**src/design/linked_mailbox_queue_engine_defines.svh**
```systemverilog
`ifndef LINKED_MAILBOX_QUEUE_ENGINE_DEFINES_SVH
`define LINKED_MAILBOX_QUEUE_ENGINE_DEFINES_SVH

// condition checked at every clock edge outside reset
`define LMQ_ASSERT_HOLDS(label, clk, rst, cond) \
   label: assert property (@(posedge clk) disable iff (rst) (cond)) \
      else $error("lmq check failed");

// consequent checked in the cycle of the antecedent
`define LMQ_ASSERT_IMPLIES(label, clk, rst, ante, cons) \
   label: assert property (@(posedge clk) disable iff (rst) (ante) |-> (cons)) \
      else $error("lmq check failed");

`endif

```
**src/design/lmq_ram.sv**
```systemverilog
`timescale 1ns / 1ps
`default_nettype none

module lmq_ram #(
   parameter int WIDTH = 8,
   parameter int DEPTH = 16
) (
   input  wire logic                     clock,
   input  wire logic                     write_enable,
   input  wire logic [$clog2(DEPTH)-1:0] write_address,
   input  wire logic [WIDTH-1:0]         write_data,
   input  wire logic [$clog2(DEPTH)-1:0] read_address,
   output logic      [WIDTH-1:0]         read_data
);

   logic [WIDTH-1:0] mem [DEPTH];

   // read returns the old word on a same-address write
   always_ff @(posedge clock) begin
      if (write_enable) begin
         mem[write_address] <= write_data;
      end
      read_data <= mem[read_address];
   end

endmodule

`default_nettype wire

```
**config.mk**
```make
export PLATFORM = sky130hd
export DESIGN_NAME = lmq_ram
export DESIGN_NICKNAME = d
export VERILOG_FILES = /design/src/design/linked_mailbox_queue_engine_defines.svh /design/src/design/lmq_ram.sv
export SDC_FILE = /design/constraint.sdc
export NUM_CORES = 1
export LEC_CHECK = 0
export BUFFER_PORTS_ARGS = -buffer_cell sky130_fd_sc_hd__buf_2
export CORE_MARGIN = 2
export CORE_UTILIZATION = 30
export DETAILED_ROUTE_END_ITERATION = 10
export GPL_ROUTABILITY_DRIVEN = 0
export PLACE_DENSITY_LB_ADDON = 0.1
export SLEW_MARGIN = 20
export SYNTH_ARGS = -nofsm -noshare
export SYNTH_HDL_FRONTEND = slang
export SYNTH_SLANG_ARGS = --single-unit
```
**constraint.sdc**
```tcl
create_clock -name clock -period 1.8 [get_ports clock]
set_clock_uncertainty 0.05 [all_clocks]
set_input_delay 0.09 -clock clock [delete_from_list [all_inputs] [get_ports clock]]
set_output_delay 0.09 -clock clock [all_outputs]
set_load 0.005 [all_outputs]
```
==> flow_summary.yaml <==
final_layout:
  drive_above_1_share_pct: 33.1
  n_antenna_cell: 0
  regArea_um2: 4000
  multi_input_area_um2: 1060
  fill_cells: 1590
  syn_to_final_growth_pct: 22.2
  nNetsFinal: 310
  fin_util_pct: 37.7
logic_synthesis:
  avgSynthCellArea_um2: 22.5
  ys_seq_elements: 136
  synth_commonest_cells: "edfxtp_1 (128), mux4_2 (18), a22oi_1 (16)"
  yosysWarnings: 0
  syn-num-nets: 247
  yosys.area.top_type: "edfxtp_1"
  async_flop_share_pct: 0
  yosysMostFrequentCell: "edfxtp_1"
  synthCells: 229
  syn_area_um2: 5150
  ys.flop_type: "edfxtp_1"
  synth_area_leaders: "edfxtp_1 (75%), mux4_2 (7.9%), mux4_1 (7.1%)"
  synth_top_area_share_pct: 74.7
  synth_edf_count: 128
  seq_area_frac_synth_pct: 77.8
  synth_cell_type_count: 19
critical_path:
  cp_max_fo: 1
  rr_worst_depth: 3
  worstSetupPathType: "reg2reg"
  timing.rr.end: "read_data[6]$_DFF_P_"
  worstPathRequired_ns: 2.05
  worstSetupStartpointType: "flop"
  r2r-start: "mem[15][6]$_DFFE_PP_"
  worst_setup_path_end_kind: "flop"
  r2r_setup_slack_ns: 0.39
  critPathArrivalTime_ns: 1.65
sta:
  clock.fmax_ghz: 0.712
  setup_violations: 0
  fin_setup_tns_ns: 0
  worst_pin_slew_ns: 0.678
  timing.hold.ws_ns: 0.0128
  slew_headroom_pct: 54.6
  period_minus_slack_ns: 1.41
  rsz0062_at_grt: "false"
  setup_slack_ns: 0.395
  drv_slew: 0
  fin_crit_sh_pct: 78.1
  hold_viol_final: 0
worst_hold_path:
  min_path_type: "in2reg"
  hp-start: "write_data[5]"
  worstHoldEndpoint: "mem[10][5]$_DFFE_PP_"
  whs_path_depth: 1
route:
  viasPerCell: 4.65
  totalWireLength_mm: 11.4
  vias: 2442
  antenna_left: 0
  wl_per_cell_um: 21.7
  drt_iter0_drc: 119
  drc: 0
  dr.pass1.iters: 5
cts:
  cts-root-buf: "clkbuf_16"
  h-tree-depth: 4
  clock-sinks: 136
  cts_tree: "yes"
  clk_pin_slew_ns: 0.06
  ctsHoldBuffers: 0
  ctsResizeCount: 0
  post_cts_buffers: 0
  cts_buffers: 17
  cts_max_path_buffers: 2
  clock_latency_ns: 0.42
global_routing:
  grt_usage_pct: 13.8
  antenna_found_initial: 1
  grt_pass1_wl_mm: 17.3
  grt_pass1_vias: 2663
  grt_overflow: 0
  grt_max_degree: 17
power:
  swShare_pct: 20.0
  internal_power_mw: 5.82
  power_leakage_nw: 2.14
  vdd_ir_drop_max_v: 0.000683
  p_sw_mw: 1.45
  p_seq_share_pct: 49.0
  total_power_mw: 7.28
  p_clk_share_pct: 46.1
  powerDensity_nw_per_um2: 1160
  power_frac_comb_pct: 4.9
floorplan:
  coreArea_um2: 16700
  die_h_um: 135
  fp.dieW_um: 135
  rows: 47
  initial_utilization_pct: 30.8
  die_area_um2: 18200
  io_pins: 26
placed_design:
  pre_cts_ws_ns: 0.185
  port-buffer-count: 25
  hpwlAfterDp_mm: 7.54
flow_run:
  max_cap_violations: 0
run_status:
  status: "completed"
## worst max path at each step
stage / startpoint / to / slack, ns / depth (start not counted)
after CTS: mem[10][6]$_DFFE_PP_ / read_data[6]$_DFF_P_ / 0.37 / 3
after detailed placement: read_address[1] / read_data[7]$_DFF_P_ / 0.18 / 5
after global routing: mem[11][6]$_DFFE_PP_ / read_data[6]$_DFF_P_ / 0.31 / 3
after global placement: read_address[1] / read_data[7]$_DFF_P_ / 0.13 / 5
final: mem[15][6]$_DFFE_PP_ / read_data[6]$_DFF_P_ / 0.39 / 3
after floorplan: write_address[2] / mem[0][0]$_DFFE_PP_ / 0.17 / 2
## kinds of logic after synthesis
| family | synth area share [%] |
|---|---|
| AOI/OAI and AO/OA | 2.33 |
| DFF | 77.8 |
| muxes | 15.0 |
| buffers and inverters | 1.68 |
| and+or+nand+nor | 3.18 |
## cell usage in the layout (no fill, tap or decap), drive strengths merged
master    count
nand2b        2
nor2         13
clkinvlp      1
clkinv        7
a22oi        16
nor3          4
dfxtp         8
nand2         9
nand3b        2
mux4         32
clkbuf       22
nand3         1
and2b         1
bufinv        2
edfxtp      128
nor2b         1
and2          1
or3b          1
buf          54
## state kept, by name, summed over array words and instances, names as in the netlist
register,cells
mem,128
read_data,8
## metal layers
layer	up-vias	track usage (%)	wire length [um]
met1	1265	18.9	5420
met4	2	6.42	254
met2	51	20.5	5350
li1	1100	-	-
met3	24	3.72	363
met5	-	0	13
## critical path, cell delays in order (launching register included)
cell and delay [ns]:
edfxtp_1 0.37, mux4_2 0.49, a22oi_1 0.30, nand2_1 0.08
## stage by stage
stage	cell area, um2	instances
3_3_place_gp	5720	493
5_1_grt	6290	525
6_report	6290	525
2_1_floorplan	5150	229
3_5_place_dp	5720	493
4_1_cts	6290	525
## power groups by stage
| stage | clock (mW) | combinational, mW | sequential (mW) |
|---|---|---|---|
| after floorplan | 0 | 0.180 | 3.62 |
| after global placement | 0 | 0.364 | 3.63 |
| after detailed placement | 0 | 0.364 | 3.63 |
| after CTS | 3.44 | 0.365 | 3.57 |
| after global routing | 3.57 | 0.391 | 3.57 |
| final | 3.36 | 0.354 | 3.56 |
## cell type report
class	instances	share of cell area (%)
clock buffer	22	7.54
clock inverter	10	1.59
multi-input combinational	83	16.8
sequential	136	63.6
tap	220	4.38
timing repair buffer	54	6.05
No activity file was read; power rests on OpenSTA's default activity.
